## config.mk

```make
export PLATFORM = sky130hd
export DESIGN_NAME = indexed_list_engine_core
export DESIGN_NICKNAME = d
export VERILOG_FILES = /design/src/sv/ile_pkg.sv /design/src/sv/indexed_list_engine_core.sv /design/src/sv/ile_mem.sv
export SDC_FILE = /design/constraint.sdc
export NUM_CORES = 1
export LEC_CHECK = 0
export ABC_CLOCK_PERIOD_IN_PS = 6800
export BUFFER_PORTS_ARGS = -buffer_cell sky130_fd_sc_hd__buf_4
export CORE_MARGIN = 2
export CORE_UTILIZATION = 55
export CTS_BUF_LIST = sky130_fd_sc_hd__clkbuf_8 sky130_fd_sc_hd__clkbuf_16
export DETAILED_ROUTE_END_ITERATION = 6
export HOLD_SLACK_MARGIN = 0.1
export PLACE_DENSITY = 0.84
export SLEW_MARGIN = 20
export SYNTH_ARGS = -nofsm -noshare
export SYNTH_HDL_FRONTEND = slang
export SYNTH_SLANG_ARGS = --single-unit
export TNS_END_PERCENT = 100
```

## constraint.sdc

```tcl
create_clock -name i_clk -period 6.8 [get_ports i_clk]
set_clock_uncertainty 0.1 [all_clocks]
set_input_delay 1.36 -clock i_clk [delete_from_list [all_inputs] [get_ports i_clk]]
set_output_delay 1.36 -clock i_clk [all_outputs]
set_load 0.02 [all_outputs]
```

## src/sv/ile_pkg.sv

```systemverilog
// Shared constants, field layout and operation codes of the indexed list engine.
package ile_pkg;

    // Default sizing
    localparam int ILE_CAPACITY = 16;
    localparam int ILE_DATA_W   = 32;

    // Field widths of one transaction
    localparam int MODE_W  = 3;
    localparam int INDEX_W = 6;
    localparam int VALUE_W = 32;
    localparam int POS_W   = 5;
    localparam int COUNT_W = 5;
    localparam int WIDE_W  = 64;

    // Slave-side tdata: mode, index, value from bit 0 up, padded to 48 bits
    localparam int S_MODE_LSB  = 0;
    localparam int S_INDEX_LSB = S_MODE_LSB + MODE_W;
    localparam int S_VALUE_LSB = S_INDEX_LSB + INDEX_W;
    localparam int S_USED_W    = S_VALUE_LSB + VALUE_W;
    localparam int S_TDATA_W   = ((S_USED_W + 7) / 8) * 8;

    // Master-side tdata: ok, value_out, position, count from bit 0 up, padded to 48 bits
    localparam int M_OK_LSB    = 0;
    localparam int M_VALUE_LSB = M_OK_LSB + 1;
    localparam int M_POS_LSB   = M_VALUE_LSB + VALUE_W;
    localparam int M_COUNT_LSB = M_POS_LSB + POS_W;
    localparam int M_USED_W    = M_COUNT_LSB + COUNT_W;
    localparam int M_TDATA_W   = ((M_USED_W + 7) / 8) * 8;

    // Operation codes; the remaining code does nothing and fails
    typedef enum logic [MODE_W-1:0] {
        MODE_APPEND = 3'd0,
        MODE_GET    = 3'd1,
        MODE_INSERT = 3'd2,
        MODE_POP    = 3'd3,
        MODE_FIND   = 3'd4,
        MODE_ADDU   = 3'd5,
        MODE_REMOVE = 3'd6
    } t_mode;

endpackage

```

## src/sv/indexed_list_engine_core.sv

```systemverilog
// Top level of the indexed list engine: operation sequencer, entry store and result register.
// Ordered list of up to CAPACITY words kept in a single-port-read, single-port-write memory,
// with a stream transaction in and one result transaction out per operation. One operation
// is worked at a time; the next is taken as soon as the previous result has been handed to
// the output register, even while that result still waits for the sink. Append and get move
// no entries; find and add unique scan the list from the front; insert at the end writes
// directly, elsewhere it first moves the entries from the position on up by one; pop moves
// the entries above the target down unless the top entry goes; remove scans and then moves.
// An out-of-range get, pop or insert fails without a memory access, and a pop of a null
// entry fails after its read. Moves and searches run at the rate of the memory, which gives
// one read and one write per cycle. Entries need no clearing after reset and the block is
// ready at once.
module indexed_list_engine_core #(
    parameter int CAPACITY   = ile_pkg::ILE_CAPACITY,
    parameter int DATA_WIDTH = ile_pkg::ILE_DATA_W
) (
    input  logic                          i_clk,
    input  logic                          i_rst_n,
    input  logic                          i_s_tvalid,
    output logic                          o_s_tready,
    // mode[2:0], index[8:3], value[40:9], zero pad above
    input  logic [ile_pkg::S_TDATA_W-1:0] i_s_tdata,
    output logic                          o_m_tvalid,
    input  logic                          i_m_tready,
    // ok[0], value_out[32:1], position[37:33], count[42:38], zero pad above
    output logic [ile_pkg::M_TDATA_W-1:0] o_m_tdata
);

    import ile_pkg::*;

    localparam int AW = $clog2(CAPACITY);
    localparam int LW = $clog2(CAPACITY + 1);
    localparam int RW = ((LW > INDEX_W) ? LW : INDEX_W) + 2;
    localparam int DW = DATA_WIDTH;

    typedef enum logic [3:0] {
        ST_IDLE,
        ST_EXEC,
        ST_GET_WAIT,
        ST_POP_CHK,
        ST_SCAN,
        ST_TAKE,
        ST_SHIFT,
        ST_DRAIN,
        ST_INS_PUT,
        ST_RESP
    } t_state;

    t_state                r_state, n_state;
    logic [MODE_W-1:0]     r_mode, n_mode;
    logic signed [INDEX_W-1:0] r_idx, n_idx;
    logic [DW-1:0]         r_val, n_val;
    logic [LW-1:0]         r_len, n_len;
    logic [LW-1:0]         r_ptr, n_ptr;
    logic [LW-1:0]         r_end, n_end;
    logic                  r_up, n_up;
    logic                  r_wpend, n_wpend;
    logic [AW-1:0]         r_waddr, n_waddr;
    logic [AW-1:0]         r_tgt, n_tgt;
    logic                  r_cmp_v, n_cmp_v;
    logic [AW-1:0]         r_cmp_idx, n_cmp_idx;
    logic                  r_ok, n_ok;
    logic [DW-1:0]         r_vout, n_vout;
    logic                  r_found, n_found;
    logic [AW-1:0]         r_pos, n_pos;
    logic                  r_out_valid, n_out_valid;
    logic [M_TDATA_W-1:0]  r_out_data, n_out_data;

    // Memory port controls
    logic                  m_we;
    logic [AW-1:0]         m_waddr;
    logic [DW-1:0]         m_wdata;
    logic                  m_re;
    logic [AW-1:0]         m_raddr;
    logic [DW-1:0]         m_rdata;

    // Index resolution and range checks
    logic signed [RW-1:0]  idx_s, len_s, res_s;
    logic                  get_rng, ins_rng, not_full;
    logic [AW-1:0]         res_addr, len_addr;
    logic [LW-1:0]         tgt_next;

    // Field conversions
    logic [WIDE_W-1:0]     in_val_wide, vout_wide, pos_wide, len_wide;
    logic [POS_W-1:0]      pos_field;
    logic                  hit, accept;

    assign idx_s    = RW'(r_idx);
    assign len_s    = RW'({1'b0, r_len});
    assign res_s    = idx_s[RW-1] ? (len_s + idx_s) : idx_s;
    assign get_rng  = !res_s[RW-1] && (res_s < len_s);
    assign ins_rng  = !res_s[RW-1] && (res_s <= len_s);
    assign not_full = r_len < LW'(CAPACITY);
    assign res_addr = res_s[AW-1:0];
    assign len_addr = r_len[AW-1:0];
    assign tgt_next = LW'(r_tgt) + 1'b1;

    assign in_val_wide = WIDE_W'(i_s_tdata[S_VALUE_LSB +: VALUE_W]);
    assign vout_wide   = WIDE_W'(r_vout);
    assign pos_wide    = WIDE_W'(r_pos);
    assign len_wide    = WIDE_W'(n_len);
    assign pos_field   = r_found ? pos_wide[POS_W-1:0] : '1;

    assign hit    = r_cmp_v && (m_rdata == r_val);
    assign accept = i_s_tvalid && o_s_tready;

    assign o_s_tready = (r_state == ST_IDLE);
    assign o_m_tvalid = r_out_valid;
    assign o_m_tdata  = r_out_data;

    ile_mem #(
        .DEPTH (CAPACITY),
        .WIDTH (DW),
        .AW    (AW)
    ) u_mem (
        .i_clk   (i_clk),
        .i_we    (m_we),
        .i_waddr (m_waddr),
        .i_wdata (m_wdata),
        .i_re    (m_re),
        .i_raddr (m_raddr),
        .o_rdata (m_rdata)
    );

    // Sequencer next state and memory accesses
    always_comb begin
        n_state     = r_state;
        n_mode      = r_mode;
        n_idx       = r_idx;
        n_val       = r_val;
        n_len       = r_len;
        n_ptr       = r_ptr;
        n_end       = r_end;
        n_up        = r_up;
        n_wpend     = r_wpend;
        n_waddr     = r_waddr;
        n_tgt       = r_tgt;
        n_cmp_v     = r_cmp_v;
        n_cmp_idx   = r_cmp_idx;
        n_ok        = r_ok;
        n_vout      = r_vout;
        n_found     = r_found;
        n_pos       = r_pos;
        n_out_valid = r_out_valid && !i_m_tready;
        n_out_data  = r_out_data;
        m_we        = 1'b0;
        m_waddr     = len_addr;
        m_wdata     = r_val;
        m_re        = 1'b0;
        m_raddr     = res_addr;

        case (r_state)
            ST_IDLE: begin
                if (accept) begin
                    n_mode  = i_s_tdata[S_MODE_LSB +: MODE_W];
                    n_idx   = i_s_tdata[S_INDEX_LSB +: INDEX_W];
                    n_val   = in_val_wide[DW-1:0];
                    n_ok    = 1'b0;
                    n_vout  = '0;
                    n_found = 1'b0;
                    n_state = ST_EXEC;
                end
            end

            ST_EXEC: begin
                n_state = ST_RESP;
                case (r_mode)
                    MODE_APPEND: begin
                        if (not_full) begin
                            m_we   = 1'b1;
                            n_len  = r_len + 1'b1;
                            n_ok   = 1'b1;
                            n_vout = r_val;
                        end
                    end
                    MODE_GET: begin
                        if (get_rng) begin
                            m_re    = 1'b1;
                            n_state = ST_GET_WAIT;
                        end
                    end
                    MODE_INSERT: begin
                        if (ins_rng && not_full) begin
                            n_tgt = res_addr;
                            if (res_s == len_s) begin
                                n_state = ST_INS_PUT;
                            end else begin
                                n_ptr   = r_len - 1'b1;
                                n_end   = res_s[LW-1:0];
                                n_up    = 1'b1;
                                n_wpend = 1'b0;
                                n_state = ST_SHIFT;
                            end
                        end
                    end
                    MODE_POP: begin
                        if (get_rng) begin
                            m_re    = 1'b1;
                            n_tgt   = res_addr;
                            n_state = ST_POP_CHK;
                        end
                    end
                    MODE_FIND, MODE_ADDU, MODE_REMOVE: begin
                        n_ptr   = '0;
                        n_cmp_v = 1'b0;
                        n_state = ST_SCAN;
                    end
                    default: begin
                        n_state = ST_RESP;
                    end
                endcase
            end

            // Null entries fail a get
            ST_GET_WAIT: begin
                if (m_rdata != '0) begin
                    n_ok   = 1'b1;
                    n_vout = m_rdata;
                end
                n_state = ST_RESP;
            end

            ST_POP_CHK: begin
                if (m_rdata != '0) begin
                    n_ok    = 1'b1;
                    n_vout  = m_rdata;
                    n_state = ST_TAKE;
                end else begin
                    n_state = ST_RESP;
                end
            end

            // Linear search: one read issued and one compare done per cycle
            ST_SCAN: begin
                m_raddr = r_ptr[AW-1:0];
                if (hit) begin
                    n_found = 1'b1;
                    n_pos   = r_cmp_idx;
                    n_state = ST_RESP;
                    case (r_mode)
                        MODE_FIND: begin
                            n_ok   = 1'b1;
                            n_vout = r_val;
                        end
                        MODE_REMOVE: begin
                            if (r_val != '0) begin
                                n_ok    = 1'b1;
                                n_vout  = r_val;
                                n_tgt   = r_cmp_idx;
                                n_state = ST_TAKE;
                            end
                        end
                        default: begin
                            n_ok = 1'b0;
                        end
                    endcase
                end else if (r_ptr < r_len) begin
                    m_re      = 1'b1;
                    n_cmp_v   = 1'b1;
                    n_cmp_idx = r_ptr[AW-1:0];
                    n_ptr     = r_ptr + 1'b1;
                end else begin
                    // Miss; add unique then appends if the list is not full
                    n_state = ST_RESP;
                    if ((r_mode == MODE_ADDU) && not_full) begin
                        m_we   = 1'b1;
                        n_len  = r_len + 1'b1;
                        n_ok   = 1'b1;
                        n_vout = r_val;
                    end
                end
            end

            // Close the gap at the target by moving the entries above it down
            ST_TAKE: begin
                if (tgt_next < r_len) begin
                    n_ptr   = tgt_next;
                    n_end   = r_len - 1'b1;
                    n_up    = 1'b0;
                    n_wpend = 1'b0;
                    n_state = ST_SHIFT;
                end else begin
                    n_len   = r_len - 1'b1;
                    n_state = ST_RESP;
                end
            end

            // Pipelined move: read one entry while writing the one read before
            ST_SHIFT: begin
                m_we    = r_wpend;
                m_waddr = r_waddr;
                m_wdata = m_rdata;
                m_re    = 1'b1;
                m_raddr = r_ptr[AW-1:0];
                n_wpend = 1'b1;
                n_waddr = r_up ? (r_ptr[AW-1:0] + 1'b1) : (r_ptr[AW-1:0] - 1'b1);
                if (r_ptr == r_end) begin
                    n_state = ST_DRAIN;
                end else begin
                    n_ptr = r_up ? (r_ptr - 1'b1) : (r_ptr + 1'b1);
                end
            end

            ST_DRAIN: begin
                m_we    = 1'b1;
                m_waddr = r_waddr;
                m_wdata = m_rdata;
                n_wpend = 1'b0;
                if (r_up) begin
                    n_state = ST_INS_PUT;
                end else begin
                    n_len   = r_len - 1'b1;
                    n_state = ST_RESP;
                end
            end

            ST_INS_PUT: begin
                m_we    = 1'b1;
                m_waddr = r_tgt;
                n_len   = r_len + 1'b1;
                n_ok    = 1'b1;
                n_vout  = r_val;
                n_state = ST_RESP;
            end

            // Hand the result to the output register once it is free
            ST_RESP: begin
                if (!r_out_valid || i_m_tready) begin
                    n_out_valid = 1'b1;
                    n_out_data  = '0;
                    n_out_data[M_OK_LSB]                = r_ok;
                    n_out_data[M_VALUE_LSB +: VALUE_W]  = vout_wide[VALUE_W-1:0];
                    n_out_data[M_POS_LSB +: POS_W]      = pos_field;
                    n_out_data[M_COUNT_LSB +: COUNT_W]  = len_wide[COUNT_W-1:0];
                    n_state = ST_IDLE;
                end
            end

            default: begin
                n_state = ST_IDLE;
            end
        endcase
    end

    // State and registered outputs
    always_ff @(posedge i_clk) begin
        if (!i_rst_n) begin
            r_state     <= ST_IDLE;
            r_len       <= '0;
            r_wpend     <= 1'b0;
            r_cmp_v     <= 1'b0;
            r_out_valid <= 1'b0;
        end else begin
            r_state     <= n_state;
            r_len       <= n_len;
            r_wpend     <= n_wpend;
            r_cmp_v     <= n_cmp_v;
            r_out_valid <= n_out_valid;
        end
        r_mode     <= n_mode;
        r_idx      <= n_idx;
        r_val      <= n_val;
        r_ptr      <= n_ptr;
        r_end      <= n_end;
        r_up       <= n_up;
        r_waddr    <= n_waddr;
        r_tgt      <= n_tgt;
        r_cmp_idx  <= n_cmp_idx;
        r_ok       <= n_ok;
        r_vout     <= n_vout;
        r_found    <= n_found;
        r_pos      <= n_pos;
        r_out_data <= n_out_data;
    end

endmodule

```

## src/sv/ile_mem.sv

```systemverilog
// Entry store of the list: one write port, one read port, registered read data.
module ile_mem #(
    parameter int DEPTH = ile_pkg::ILE_CAPACITY,
    parameter int WIDTH = ile_pkg::ILE_DATA_W,
    parameter int AW    = $clog2(DEPTH)
) (
    input  logic             i_clk,
    input  logic             i_we,
    input  logic [AW-1:0]    i_waddr,
    input  logic [WIDTH-1:0] i_wdata,
    input  logic             i_re,
    input  logic [AW-1:0]    i_raddr,
    output logic [WIDTH-1:0] o_rdata
);

    logic [WIDTH-1:0] r_mem [DEPTH];
    logic [WIDTH-1:0] r_rdata;

    // Write port
    always_ff @(posedge i_clk) begin
        if (i_we) begin
            r_mem[i_waddr] <= i_wdata;
        end
    end

    // Read port with registered data, held while no read is enabled
    always_ff @(posedge i_clk) begin
        if (i_re) begin
            r_rdata <= r_mem[i_raddr];
        end
    end

    assign o_rdata = r_rdata;

endmodule

```

==> run metrics <==
status finished, final reports clean; max_cap viols 0; post-synth cell types 68; nets 1,783; setup_tns 0 ns; crit path to u_mem.r_mem[11][6]; DPL Wire Length 41,100 µm; final worst slack 1.76 ns; CTS resizes 0; Post-DRT Antenna Nets 0; share of synthesized registers carrying an async set or reset 0; Num CTS Buffers 70; full die area roughly 54,000 µm²; Initial DRT Pass Iterations 5; Critical Path RT 7.01 ns; CTS tree built; effective utilization at floorplan 0.559; R2R Setup Slk 1.76 ns; Place WS 1.88 ns; CTS root buf clkbuf_16; GRT Overall Usage 0.266; Mapped Cells 1,578; floorplan row count 83; Placeable Area 51,500 µm²; slowest cell on the critical path nor2_4; WS Path Type register to register; vias in the first global route between 15,000 and 20,000; Power Total 12.8 mW; sum of buffers and inverters on the critical path 2; Worst Setup Start Kind register; total gr overflow 0; Port Buf Inserts between 80 and 90; Boundary Pins 102; RSZ-0062 raised after global routing no; wirelength, routed 70,600 µm; nature of the critical path endpoint register; Critical Path Stages 10; top cell family by delay on the critical path simple AND/OR/NAND/NOR gates; Die Ht between 200 and 250 µm; Fin. Hold Viols 0; Worst-Skew Late Latency 0.63 ns; CP Cell Sequence inv_1, ha_1, a21o_1, a31oi_1, o21ai_2, nand2_1, o311ai_1, nand3_1, nor2_4, buf_4; largest net degree at the start of global routing approximately 130; Yosys top cell by area edfxtp_1; max incr delay on CP roughly 1.0 ns; Yosys top cell area share 0.719; Post-synth top flop edfxtp_1; main area contributors after synthesis edfxtp_1 72%, mux4_2 10%, mux2i_1 3.5%; Die W 233 µm; Clk pin slew, worst setup/hold paths ~0.06 ns; CTS sink count 701; Final GP Congestion 0.903; worst slew pin tran 1.19 ns; sequential power share 0.444; commonest non-fill, non-tap cells in the layout 689 x edfxtp_1, 133 x nand2_1, 128 x mux4_2; P&R area growth vs syn 13.6%; Leakage roughly 11 nW; minimum clock period a little over 5 ns; Slew headroom 0.205; Post-synth EDFFs 689; DRC errors left 0; Mean Syn Cell Area about 18 µm²; CTS H-tree lvls 3; Vias/cell 6.59; CP Max Fanout 22; worst r2r src r_len[2]; power share of the clock group 0.302; Post-CTS Setup Bufs 0; Switch Pwr about 3.8 mW; worst-case reg-to-reg path depth 10; Worst VDD drop between 200 and 300 µV; pwr/cell area 390 nW/µm²; routed len/inst 29.0 µm; Seq/Total Area, Yosys 0.727; clk buf depth 3; endpoints failing setup 0; R2R Path End u_mem.r_mem[11][6]; fmax 198 MHz; antenna fix cells 0; combinational fraction of design power 0.254; commonest non-fill, non-tap cell in the layout edfxtp_1; #FFs+latches synth 701; mapped cell area 28,800 µm²; CP arrival between 5 and 6 ns; share of cells above drive strength 1 0.228; first-pass GRT wire length 104,000 µm; critical path startpoint r_len[2]; Iteration-0 DRC Markers 2,089; fin crit share 0.741; Switching Share 0.296; total number of vias between 15,000 and 20,000; initial antenna violation count 1; Pins Over Slew Limit 0; Worst Hold Class register to register; yosys warns 0; internal cell power ~9 mW; CTS Hold Buffers Added 0
-- cell families after synthesis --
family / Yosys count / share of synthesized area
xor gates and xnor gates: 54 / 0.0164
adders and majority gates: 29 / 0.0131
buffers and inverters: 102 / 0.0183
muxes: 232 / 0.136
AOI/OAI and AO/OA: 158 / 0.0390
DFF: 701 / 0.727
and+or+nand+nor: 301 / 0.0498
other: 1 / 0.000130
-- sequential cells by signal, summed over array words and instances, names as in the netlist, 3 cells and up --
| register | flops |
|---|---|
| o_m_tdata | 43 |
| r_cmp_idx | 4 |
| r_end | 5 |
| r_idx | 6 |
| r_len | 5 |
| r_mode | 3 |
| r_pos | 4 |
| r_ptr | 5 |
| r_state | 4 |
| r_tgt | 4 |
| r_val | 32 |
| r_vout | 32 |
| r_waddr | 4 |
| u_mem.o_rdata | 32 |
| u_mem.r_mem | 512 |
-- cells in the mapped netlist, types with 6 or more instances --
cell	number
edfxtp_1	689
nand2_1	133
mux4_2	128
mux2i_1	101
nor2_1	53
a22o_1	33
a21oi_1	29
xnor2_1	29
ha_1	27
o21ai_0	27
clkbuf_1	26
buf_2	25
inv_1	25
xor2_1	25
nor4_1	23
nand3_1	21
nor3_1	15
nand2b_1	14
dfxtp_1	12
buf_4	10
buf_6	10
and2_1	9
nand4_1	9
a31oi_1	7
a21o_1	6
a221o_1	6
o22ai_1	6
-- metrics by stage --
stage,cell area [µm²],util,hold slack [ns],std cells
2_1_floorplan,28800,-,0.300,1582
3_3_place_gp,30400,0.590,0.303,2309
3_5_place_dp,30400,0.590,0.305,2309
4_1_cts,32700,0.635,0.323,2433
5_1_grt,32700,0.635,0.331,2434
6_report,32700,0.635,0.322,2434
-- per-layer routing --
metal  wire length (µm)  vias up  global-route usage
li1                   -     6583                   -
met1              26300     8124               0.361
met2              33300     1131               0.413
met3               8200      204              0.0713
met4               2850        0               0.110
met5                  0        -                   0
-- power groups by stage --
| stage | Sequential, mW | Combinational, mW | Clock [mW] |
|---|---|---|---|
| floorplan | 5.62 | 2.43 | 0 |
| global placement | 5.73 | 3.10 | 0 |
| detailed placement | 5.74 | 3.19 | 0 |
| CTS | 5.66 | 3.23 | 3.90 |
| global route | 5.69 | 3.46 | 4.04 |
| finish | 5.67 | 3.24 | 3.85 |
-- final cells by class --
cell class,instances,area (µm²)
repair buffers,122,953
clock buffers,73,1830
inverters,28,105
fillers,3398,18800
well taps,680,851
flip-flops and latches,701,20900
multi-input cells,779,7580
clock inverters,51,465
-- worst min-delay path by stage --
stage / startpoint / endpoint / slack, ns / depth (start not counted)
finish: r_vout[9] / o_m_tdata[10] / 0.32 / 0
global route: r_vout[9] / o_m_tdata[10] / 0.33 / 0
CTS: r_vout[26] / o_m_tdata[27] / 0.32 / 0
detailed placement: r_vout[15] / o_m_tdata[16] / 0.30 / 0
global placement: r_vout[28] / o_m_tdata[29] / 0.30 / 0
floorplan: r_ok / o_m_tdata[0] / 0.30 / 0
(Power assumes the default switching activity.)
